<file path="src/rtl/rgbe_pkg.sv">
// Shared types, constants and helper functions for the RGBE codec.
package rgbe_pkg;

   localparam logic [31:0] BLACK_LIMIT_BITS = 32'h0A4F_B11F;
   localparam logic [7:0]  BIAS_CODE        = 8'd250;
   localparam logic [7:0]  DECODE_MIN_EXP   = 8'd109;
   localparam logic [7:0]  WRAP_EXP         = 8'd131;
   localparam logic        MODE_ENCODE      = 1'b0;
   localparam logic        MODE_DECODE      = 1'b1;

   // Result payload carried between the datapath and the output register.
   typedef struct packed {
      logic [7:0]  red_byte;
      logic [7:0]  green_byte;
      logic [7:0]  blue_byte;
      logic [7:0]  exp_byte;
      logic [31:0] red_flt;
      logic [31:0] green_flt;
      logic [31:0] blue_flt;
      logic        range_flag;
   } result_type;

   // Floor of one channel scaled to the shared exponent.
   function automatic logic [7:0] chan_byte(input logic [31:0] b, input logic [7:0] emax);
      logic [7:0]  ec;
      logic [23:0] sig;
      logic [8:0]  sh;
      logic [23:0] shifted;
      ec  = b[30:23];
      sig = {1'b0, b[22:0]};
      if (ec == 8'd0) begin
         ec = 8'd1;
      end else begin
         sig[23] = 1'b1;
      end
      sh      = 9'd16 + {1'b0, emax} - {1'b0, ec};
      shifted = sig >> sh[4:0];
      if (b[31] || (ec > emax) || (sh > 9'd31)) begin
         chan_byte = 8'd0;
      end else begin
         chan_byte = shifted[7:0];
      end
   endfunction

   // Position of the leading one in a nonzero byte.
   function automatic logic [2:0] lead_one(input logic [7:0] v);
      logic [2:0] p;
      p = 3'd0;
      for (int i = 1; i < 8; i++) begin
         if (v[i]) begin
            p = 3'(i);
         end
      end
      lead_one = p;
   endfunction

   // IEEE single bits of byte * 2^(ex-258).
   function automatic logic [31:0] decode_chan(input logic [7:0] v, input logic [7:0] ex);
      logic [2:0]  p;
      logic signed [10:0] sum;
      logic [10:0] t;
      logic [7:0]  man;
      p   = lead_one(v);
      sum = $signed({3'b000, ex}) - 11'sd258 + $signed({8'd0, p}) + 11'sd127;
      t   = 11'({3'b000, ex}) - 11'd258 + 11'd149;
      man = v << (3'd7 - p);
      if ((v == 8'd0) || (ex < DECODE_MIN_EXP)) begin
         decode_chan = 32'd0;
      end else if (sum >= 11'sd1) begin
         decode_chan = {1'b0, sum[7:0], man[6:0], 16'd0};
      end else begin
         decode_chan = {24'd0, v} << t[4:0];
      end
   endfunction

endpackage

</file>
<file path="src/rtl/rgbe_datapath.sv">
// Three-stage pipelined encode/decode datapath with stall-aware valid bits.
module rgbe_datapath (
   input  logic                     clock,
   input  logic                     reset,
   input  logic                     in_valid,
   input  logic                     mode,
   input  logic [31:0]              red_float,
   input  logic [31:0]              green_float,
   input  logic [31:0]              blue_float,
   input  logic [7:0]               red_code,
   input  logic [7:0]               green_code,
   input  logic [7:0]               blue_code,
   input  logic [7:0]               exponent_code,
   input  logic                     advance,
   output logic                     out_valid,
   output rgbe_pkg::result_type     out_result
);
   import rgbe_pkg::*;

   // Stage 1 registers: captured item.
   logic        v1_ff;
   logic        mode1_ff;
   logic [31:0] r1_ff, g1_ff, b1_ff;
   logic [7:0]  rc1_ff, gc1_ff, bc1_ff, ex1_ff;
   // Stage 2 registers: maximum and classification.
   logic        v2_ff;
   logic        mode2_ff;
   logic [31:0] r2_ff, g2_ff, b2_ff;
   logic [7:0]  rc2_ff, gc2_ff, bc2_ff, ex2_ff;
   logic [31:0] max2_ff;
   logic        nf2_ff;
   // Stage 3 registers: result.
   logic        v3_ff;
   result_type  res3_ff;

   logic [31:0] mr, mg, mb, mrg, max_in;
   logic        nf_in;
   result_type  res_in;
   logic [7:0]  emax;

   // Stage 1 work: magnitudes, maximum and non-finite detection.
   always_comb begin
      mr     = r1_ff[31] ? 32'd0 : r1_ff;
      mg     = g1_ff[31] ? 32'd0 : g1_ff;
      mb     = b1_ff[31] ? 32'd0 : b1_ff;
      mrg    = (mg > mr) ? mg : mr;
      max_in = (mb > mrg) ? mb : mrg;
      nf_in  = (r1_ff[30:23] == 8'hFF) || (g1_ff[30:23] == 8'hFF)
            || (b1_ff[30:23] == 8'hFF);
   end

   // Stage 2 work: channel bytes or decoded floats.
   always_comb begin
      emax   = max2_ff[30:23];
      res_in = '0;
      if (mode2_ff == MODE_ENCODE) begin
         if (nf2_ff) begin
            res_in.range_flag = 1'b1;
         end else if (max2_ff >= BLACK_LIMIT_BITS) begin
            res_in.red_byte   = chan_byte(r2_ff, emax);
            res_in.green_byte = chan_byte(g2_ff, emax);
            res_in.blue_byte  = chan_byte(b2_ff, emax);
            res_in.exp_byte   = emax + BIAS_CODE - 8'd126;
            res_in.range_flag = emax > WRAP_EXP;
         end
      end else if (ex2_ff != 8'd0) begin
         res_in.red_flt   = decode_chan(rc2_ff, ex2_ff);
         res_in.green_flt = decode_chan(gc2_ff, ex2_ff);
         res_in.blue_flt  = decode_chan(bc2_ff, ex2_ff);
      end
   end

   // Valid bits move with the pipeline whenever it advances.
   always_ff @(posedge clock) begin
      if (reset) begin
         v1_ff <= 1'b0;
         v2_ff <= 1'b0;
         v3_ff <= 1'b0;
      end else if (advance) begin
         v1_ff <= in_valid;
         v2_ff <= v1_ff;
         v3_ff <= v2_ff;
      end
   end

   // Payload registers.
   always_ff @(posedge clock) begin
      if (advance) begin
         mode1_ff <= mode;
         r1_ff    <= red_float;
         g1_ff    <= green_float;
         b1_ff    <= blue_float;
         rc1_ff   <= red_code;
         gc1_ff   <= green_code;
         bc1_ff   <= blue_code;
         ex1_ff   <= exponent_code;
         mode2_ff <= mode1_ff;
         r2_ff    <= r1_ff;
         g2_ff    <= g1_ff;
         b2_ff    <= b1_ff;
         rc2_ff   <= rc1_ff;
         gc2_ff   <= gc1_ff;
         bc2_ff   <= bc1_ff;
         ex2_ff   <= ex1_ff;
         max2_ff  <= max_in;
         nf2_ff   <= nf_in;
         res3_ff  <= res_in;
      end
   end

   assign out_valid  = v3_ff;
   assign out_result = res3_ff;

endmodule

</file>
<file path="src/rtl/rgbe_shared_exponent_codec.sv">
// Top level of the RGBE shared-exponent pixel codec.
// An accepted item passes through the stage 1, stage 2 and stage 3 registers to the rsp_ ports.
// Throughput: one item per cycle while the output does not stall; the three-stage datapath sets the latency.
// A stall on the result side holds the whole pipeline; req_stall follows it
// only when the last stage holds an item that has not been taken.
// Reset (synchronous, active high) clears all valid bits; payloads are not reset.
module rgbe_shared_exponent_codec (
   input  logic        clock,
   input  logic        reset,
   input  logic        req_valid,
   output logic        req_stall,
   input  logic        req_mode,
   input  logic [31:0] req_red_float,
   input  logic [31:0] req_green_float,
   input  logic [31:0] req_blue_float,
   input  logic [7:0]  req_red_code,
   input  logic [7:0]  req_green_code,
   input  logic [7:0]  req_blue_code,
   input  logic [7:0]  req_exponent_code,
   output logic        rsp_valid,
   input  logic        rsp_stall,
   output logic [7:0]  rsp_red_byte_out,
   output logic [7:0]  rsp_green_byte_out,
   output logic [7:0]  rsp_blue_byte_out,
   output logic [7:0]  rsp_exponent_byte_out,
   output logic [31:0] rsp_red_float_out,
   output logic [31:0] rsp_green_float_out,
   output logic [31:0] rsp_blue_float_out,
   output logic        rsp_range_flag
);
   import rgbe_pkg::*;

   logic       advance;
   result_type res;

   // The pipeline moves unless a finished item waits at a stalled output.
   assign advance   = !(rsp_valid && rsp_stall);
   assign req_stall = !advance;

   rgbe_datapath u_datapath (
      .clock         (clock),
      .reset         (reset),
      .in_valid      (req_valid),
      .mode          (req_mode),
      .red_float     (req_red_float),
      .green_float   (req_green_float),
      .blue_float    (req_blue_float),
      .red_code      (req_red_code),
      .green_code    (req_green_code),
      .blue_code     (req_blue_code),
      .exponent_code (req_exponent_code),
      .advance       (advance),
      .out_valid     (rsp_valid),
      .out_result    (res)
   );

   assign rsp_red_byte_out      = res.red_byte;
   assign rsp_green_byte_out    = res.green_byte;
   assign rsp_blue_byte_out     = res.blue_byte;
   assign rsp_exponent_byte_out = res.exp_byte;
   assign rsp_red_float_out     = res.red_flt;
   assign rsp_green_float_out   = res.green_flt;
   assign rsp_blue_float_out    = res.blue_flt;
   assign rsp_range_flag        = res.range_flag;

   // An encoded result never carries decoded floats alongside nonzero bytes.
   a_modes_exclusive: assert property (@(posedge clock) disable iff (reset)
      rsp_valid && ((rsp_red_byte_out | rsp_exponent_byte_out) != 8'd0)
      |-> (rsp_red_float_out | rsp_green_float_out | rsp_blue_float_out) == 32'd0)
      else $error("encode and decode fields both nonzero");

   // Input is held off only while a result is stuck at the output.
   a_stall_cause: assert property (@(posedge clock) disable iff (reset)
      req_stall |-> rsp_valid && rsp_stall)
      else $error("input stalled without output backpressure");

   // A held result keeps its payload (red float and exponent byte are checked).
   a_hold: assert property (@(posedge clock) disable iff (reset)
      rsp_valid && rsp_stall |=> rsp_valid && $stable(rsp_red_float_out)
      && $stable(rsp_exponent_byte_out))
      else $error("stalled result changed");

endmodule

</file>
<file path="config.mk">
export PLATFORM = sky130hd
export DESIGN_NAME = rgbe_shared_exponent_codec
export DESIGN_NICKNAME = d
export VERILOG_FILES = /design/src/rtl/rgbe_pkg.sv /design/src/rtl/rgbe_datapath.sv /design/src/rtl/rgbe_shared_exponent_codec.sv
export SDC_FILE = /design/constraint.sdc
export NUM_CORES = 1
export LEC_CHECK = 0
export BUFFER_PORTS_ARGS = -buffer_cell sky130_fd_sc_hd__buf_2
export CAP_MARGIN = 40
export CORE_MARGIN = 2
export CORE_UTILIZATION = 35
export CTS_CLUSTER_DIAMETER = 150
export CTS_CLUSTER_SIZE = 16
export DETAILED_ROUTE_END_ITERATION = 7
export MAX_ROUTING_LAYER = met4
export PLACE_DENSITY_LB_ADDON = 0.2
export SYNTH_ARGS = -nofsm -noshare
export SYNTH_HDL_FRONTEND = slang
export SYNTH_SLANG_ARGS = --single-unit
</file>
<file path="constraint.sdc">
create_clock -name clock -period 21.3 [get_ports clock]
set_input_delay 4.26 -clock clock [delete_from_list [all_inputs] [get_ports clock]]
set_output_delay 4.26 -clock clock [all_outputs]
set_load 0.02 [all_outputs]
</file>
Yosys cells after proc, flatten, opt, wreduce, memory -nomap -nowiden
Index checks and enable logic that the tools add are counted.
{"block": "classes", "addsub": 18, "mul": 0, "div_mod_pow": 0, "order_cmp": 14, "n_eq_ne": 3, "n_shift": 9, "muxes": 61, "bitwise_logic": 3, "reduce_logical": 29}
{"operator": "two-way mux 31 bit", "count": 6}
{"operator": "two-way mux 8 bit", "count": 12}
{"operator": "<< shifter 8 x 5 -> 32 bit", "count": 3}
{"operator": ">> shifter 24 x 5 -> 8 bit", "count": 3}
{"operator": "> comparator 32 bit", "count": 2}
{"operator": "two-way mux 32 bit", "count": 2}
{"operator": "two-way mux 3 bit", "count": 18}
{"operator": "logical NOT 8 bit", "count": 6}
{"operator": "adder 11 x 4 -> 11 bit", "count": 3}
{"operator": "adder 11 x 8 -> 11 bit (second input constant)", "count": 3}
{"operator": ">= comparator 11 x 2 -> 1 bit (second input constant)", "count": 3}
{"operator": ">= comparator 32 x 28 -> 1 bit (second input constant)", "count": 1}
{"operator": "> comparator 9 x 5 -> 1 bit (second input constant)", "count": 3}
{"operator": "subtractor 9 x 8 -> 9 bit", "count": 3}
{"operator": "== test 8 bit (second input constant)", "count": 3}
{"operator": "> comparator 8 bit", "count": 3}
{"operator": "OR reduction 4 bit", "count": 6}
{"operator": "<< shifter 8 x 3 -> 7 bit", "count": 3}
{"operator": "two-way mux 1 bit", "count": 17}
{"operator": "two-way mux 2 bit", "count": 6}
{"operator": "OR reduction 3 bit", "count": 4}
{"operator": "logical OR 1 bit", "count": 11}
{"operator": "subtractor 8 x 9 -> 10 bit (second input constant)", "count": 1}
{"operator": "adder 5 x 8 -> 9 bit (first input constant)", "count": 1}
{"operator": "other kinds (10)", "count": 14}
{"block": "totals", "reg_bits": 423, "latchBits": 0, "ram_bits": 0, "romBits": 0, "in_bits": 133, "mem_count": 0}

Logic depth before layout (Yosys ltp)
{"block": "depth", "depth_word": 13, "mapped_depth": 21}

Hierarchy
Synthesis repeated with hierarchy kept, for this count alone.
{"block": "unflattened", "cells_unflattened": 2175, "hier_area_um2": 24389.6}
{"mod": "rgbe_datapath", "n_inst": 1, "cells_per_inst": 2173, "area_per_inst_um2": 24379.6}
{"mod": "rgbe_shared_exponent_codec", "n_inst": 1, "cells_per_inst": 2, "area_per_inst_um2": 10.0}

Worst setup path after synthesis
OpenSTA, ideal clock, no wires.
{"block": "synth_timing", "path_kind": "input -> output", "from": "in rsp_stall", "to": "out req_stall", "arrival_time_ps": 15122, "required_ps": 17040, "setup_slack_ps": 1918, "stages": 2, "path_buffers": 0, "cell_sequence": "nand2_1 > inv_1"}
{"block": "synth_between", "elab_chain_cells": 1}
{"item": "start, declared", "line": "rgbe_shared_exponent_codec.sv:21", "rtl": "input logic rsp_stall,"}
{"item": "logical AND 1 bit", "line": "rgbe_shared_exponent_codec.sv:37", "rtl": "assign advance = !(rsp_valid && rsp_stall);"}
{"item": "end, declared", "line": "rgbe_shared_exponent_codec.sv:11", "rtl": "output logic req_stall,"}
No other way between the ends.

Worst setup path in the final report
Same ends and word-level chain as after synthesis.

==> metrics.yaml <==
sta:
  skew_ns: 0.0490
  setup-tns-final_ns: 0
  rsz0062_at_grt: "no"
  timing.hold.ws_ns: 0.416
  slew_headroom_pct: 38.6
  setup_viol: 0
  slew_viol_final: 0
  worstMarginPinSlew_ns: 0.913
  min_period_ns: 9.43
  max_freq_mhz: 106
  fin_crit_sh_pct: 44.3
  final_hold_viol_count: 0
global_route:
  antenna_found_initial: 0
  grt_max_degree: 157
  grt_pass1_vias: 17200
  grt_usage_pct: 19.2
  grt-ovfl-total: 0
  grt_pass1_wl_mm: 103
synthesis:
  yosysWarnings: 0
  ys_seq_elements: 422
  synth-edff-count: 419
  syn_nets: 2453
  synthArstFlopShare_pct: 0
  syn_area_per_cell_sq_um: 11.2
  yosysSeqAreaShare_pct: 51.9
  synth.cell_area_sq_um: 24400
  ys_types: 75
  synthCells: 2174
  synth-main-ff-cell: "edfxtp_1"
layout:
  fillCellCount: 6731
  num_antenna_cells: 0
  final_common_cell: "edfxtp_1"
  fin_nets: 2659
  post_route_cells_drive_above_1_share_pct: 17.5
  syn_to_final_growth_pct: 13.0
  final_util_pct: 40.1
  layout_common_cells: "419 x edfxtp_1, 264 x buf_2, 176 x nor2_1"
critical_path:
  worstPathRequired_ns: 17.04
  slowest_stage: "nand2_4"
  slowest_delay_ns: 0.42
  crit_chain: "buf_2 -> nand2_4 -> inv_1 -> buf_2"
  startpoint_type: "primary input"
  criticalPathCategory: "primary input to primary output"
  cpMostUsedCell: "buf_2"
  crit_buf_inv: 3
  cp_top_family: "buffers and inverters"
  endpoint_kind: "primary output"
  arrival_ns: 5.17
  crit_path_max_fanout: 42
routing:
  vias_per_cell: 5.27
  drt-pass1-iter-count: 5
  routedWlPerCell_microns: 20.5
  via_count: 17500
  routed_wl_mm: 68.3
  wl_met2_mm: 32.8
  antenna_left: 0
  wl_met1_mm: 30.5
  drt_iter0_drc: 1352
  drc: 0
  highest_layer: "met4"
  dr_wl_met3_mm: 2.98
die:
  rows: 96
  core_area_sq_um: 68700
  die_width_microns: 268
  start_util_pct: 35.5
  die_h_microns: 268
  dieArea_sq_um: 71700
  io_pins: 264
clock_network:
  cts-htree-levels: 1
  clk_pin_slew_ns: 0.07
  cts_tree: "built"
  cts.repair.resized: 0
  clock_sink_count: 422
  cts_hold_buf: 0
  numCtsBuffers: 30
  clk_path_buf_depth: 3
  clk_latency_ns: 0.63
  root_buffer: "clkbuf_16"
  cts_setup_buffers: 0
placed_design:
  gp_congestion: 0.935
  hpwl_mm: 52.5
  placement.io_buffers: 263
hold_path:
  hold_class: "register to register"
power:
  switchingPower_mw: 0.891
  p_comb_share_pct: 36.5
  switching_share_pct: 35.7
  cellLeakagePower_nw: 11.6
  fin_total_pwr_mw: 2.49
  seq_power_share_pct: 41.9
  power_density_nw_per_um2: 90.6
  vdd_drop_max_mv: 0.0689
  intPower_mw: 1.60
  p_clk_share_pct: 21.6
flow_run:
  maxCapViolCount: 0
status:
  status: "finished, final reports clean"
layer usage:
metal  GRT usage (%)  up-vias
li1                -     8471
met1            24.9     8419
met2            31.7      505
met3            1.96      101
met4            5.80        0
met5               -        -
cell families (layout without fill, tap and decap cells):
logic type | after synthesis | after routing | share of synthesized area (%)
DFF | 422 | 422 | 51.9
and+or+nand+nor | 613 | 613 | 12.3
adders and majority gates | 146 | 146 | 7.68
AOI/OAI and AO/OA | 465 | 465 | 12.6
muxes | 206 | 206 | 9.37
xor gates and xnor gates | 49 | 49 | 1.79
buffers and inverters | 273 | 490 | 4.32
state kept, by name (all words and copies together) (netlist names):
| signal | flops |
|---|---|
| u_datapath.rc2_ff | 8 |
| u_datapath.g2_ff | 32 |
| u_datapath.v2_ff | 1 |
| u_datapath.b1_ff | 32 |
| u_datapath.v1_ff | 1 |
| u_datapath.b2_ff | 32 |
| u_datapath.bc1_ff | 8 |
| u_datapath.g1_ff | 32 |
| u_datapath.mode1_ff | 1 |
| u_datapath.rc1_ff | 8 |
| u_datapath.bc2_ff | 8 |
| u_datapath.mode2_ff | 1 |
| u_datapath.ex2_ff | 8 |
| u_datapath.gc1_ff | 8 |
| u_datapath.out_result | 129 |
| u_datapath.r1_ff | 32 |
| u_datapath.out_valid | 1 |
| u_datapath.gc2_ff | 8 |
| u_datapath.max2_ff | 31 |
| u_datapath.nf2_ff | 1 |
| u_datapath.r2_ff | 32 |
| u_datapath.ex1_ff | 8 |
power by group through the flow:
stage	clock network [mW]	logic [mW]	registers, mW
2_1_floorplan	0	0.640	1.07
3_3_place_gp	0	0.891	1.06
3_5_place_dp	0	0.898	1.06
4_1_cts	0.565	0.904	1.05
5_1_grt	0.591	0.997	1.05
6_report	0.539	0.909	1.04
area by class of cell:
| type | instances | area [sq um] | share of cell area (%) |
|---|---|---|---|
| Sequential cell | 422 | 12600 | 45.9 |
| Clock buffer | 41 | 792 | 2.88 |
| Multi-Input combinational cell | 1479 | 10700 | 38.9 |
| Clock inverter | 2 | 27.5 | 0.100 |
| Inverter | 150 | 563 | 2.05 |
| Timing Repair Buffer | 297 | 1630 | 5.93 |
| Tap cell | 931 | 1160 | 4.23 |
path summary, 6_finish.rpt:
check                                                    start                          endpoint  slack, ns  depth (start not counted)
worst max-delay path                                 rsp_stall                         req_stall      11.87                          4
worst min-delay path            u_datapath.bc1_ff[4]$_DFFE_PN_    u_datapath.bc2_ff[4]$_DFFE_PN_       0.42                          0
worst max register to register  u_datapath.r1_ff[31]$_DFFE_PN_  u_datapath.max2_ff[21]$_DFFE_PN_      15.45                         19
worst min register to register  u_datapath.bc1_ff[4]$_DFFE_PN_    u_datapath.bc2_ff[4]$_DFFE_PN_       0.42                          0
cell usage after synthesis, types with 7 or more instances:
master,number,share of area [%]
o21a_1,13,0.40
a211oi_1,29,0.89
inv_1,149,2.3
nand3b_1,8,0.25
buf_1,7,0.11
nor2b_1,84,2.2
nor4_1,17,0.44
a31oi_1,10,0.26
a21oi_1,124,2.5
or3_1,10,0.26
edfxtp_1,419,52
nor2_1,176,2.7
o22ai_1,20,0.51
mux4_2,13,1.2
o211ai_1,16,0.49
nor3_1,41,0.84
nand2_1,132,2.0
nand3_1,36,0.74
o221ai_1,7,0.25
buf_2,22,0.45
xor2_1,20,0.72
xnor2_1,28,1.0
mux2i_1,146,6.0
nand4_1,31,0.80
clkbuf_1,94,1.4
o21ai_0,87,1.8
mux2_2,47,2.2
nand2b_1,44,1.1
or2_2,11,0.28
ha_1,140,7.2
a22oi_1,18,0.55
a21o_1,20,0.62
o31ai_1,36,1.1
per-stage QoR:
stage               cells  cell area, sq um  setup slack, ns
finish               3322             27500            11.87
global route         3322             27500            11.76
CTS                  3322             27500            11.81
detailed placement   3279             26700            11.82
global placement     3273             26600            11.84
floorplan            2174             24400             1.92
worst register-to-register path, stage by stage, from the launching register on:
cell and delay (ns):
edfxtp_1 0.36, buf_4 0.27, nor2b_1 0.22, inv_1 0.06, ha_1 0.29, nand3_1 0.16
nor4_1 0.54, nand2_1 0.25, o22ai_4 0.45, buf_4 0.46, mux2i_1 0.31, ha_1 0.28
a21o_1 0.18, a21o_1 0.17, a221oi_1 0.26, o211ai_1 0.18, a21oi_1 0.16, a21o_1 0.37
buf_4 0.45, mux2i_1 0.27
Note: power is estimated with default switching activity, not from simulation.
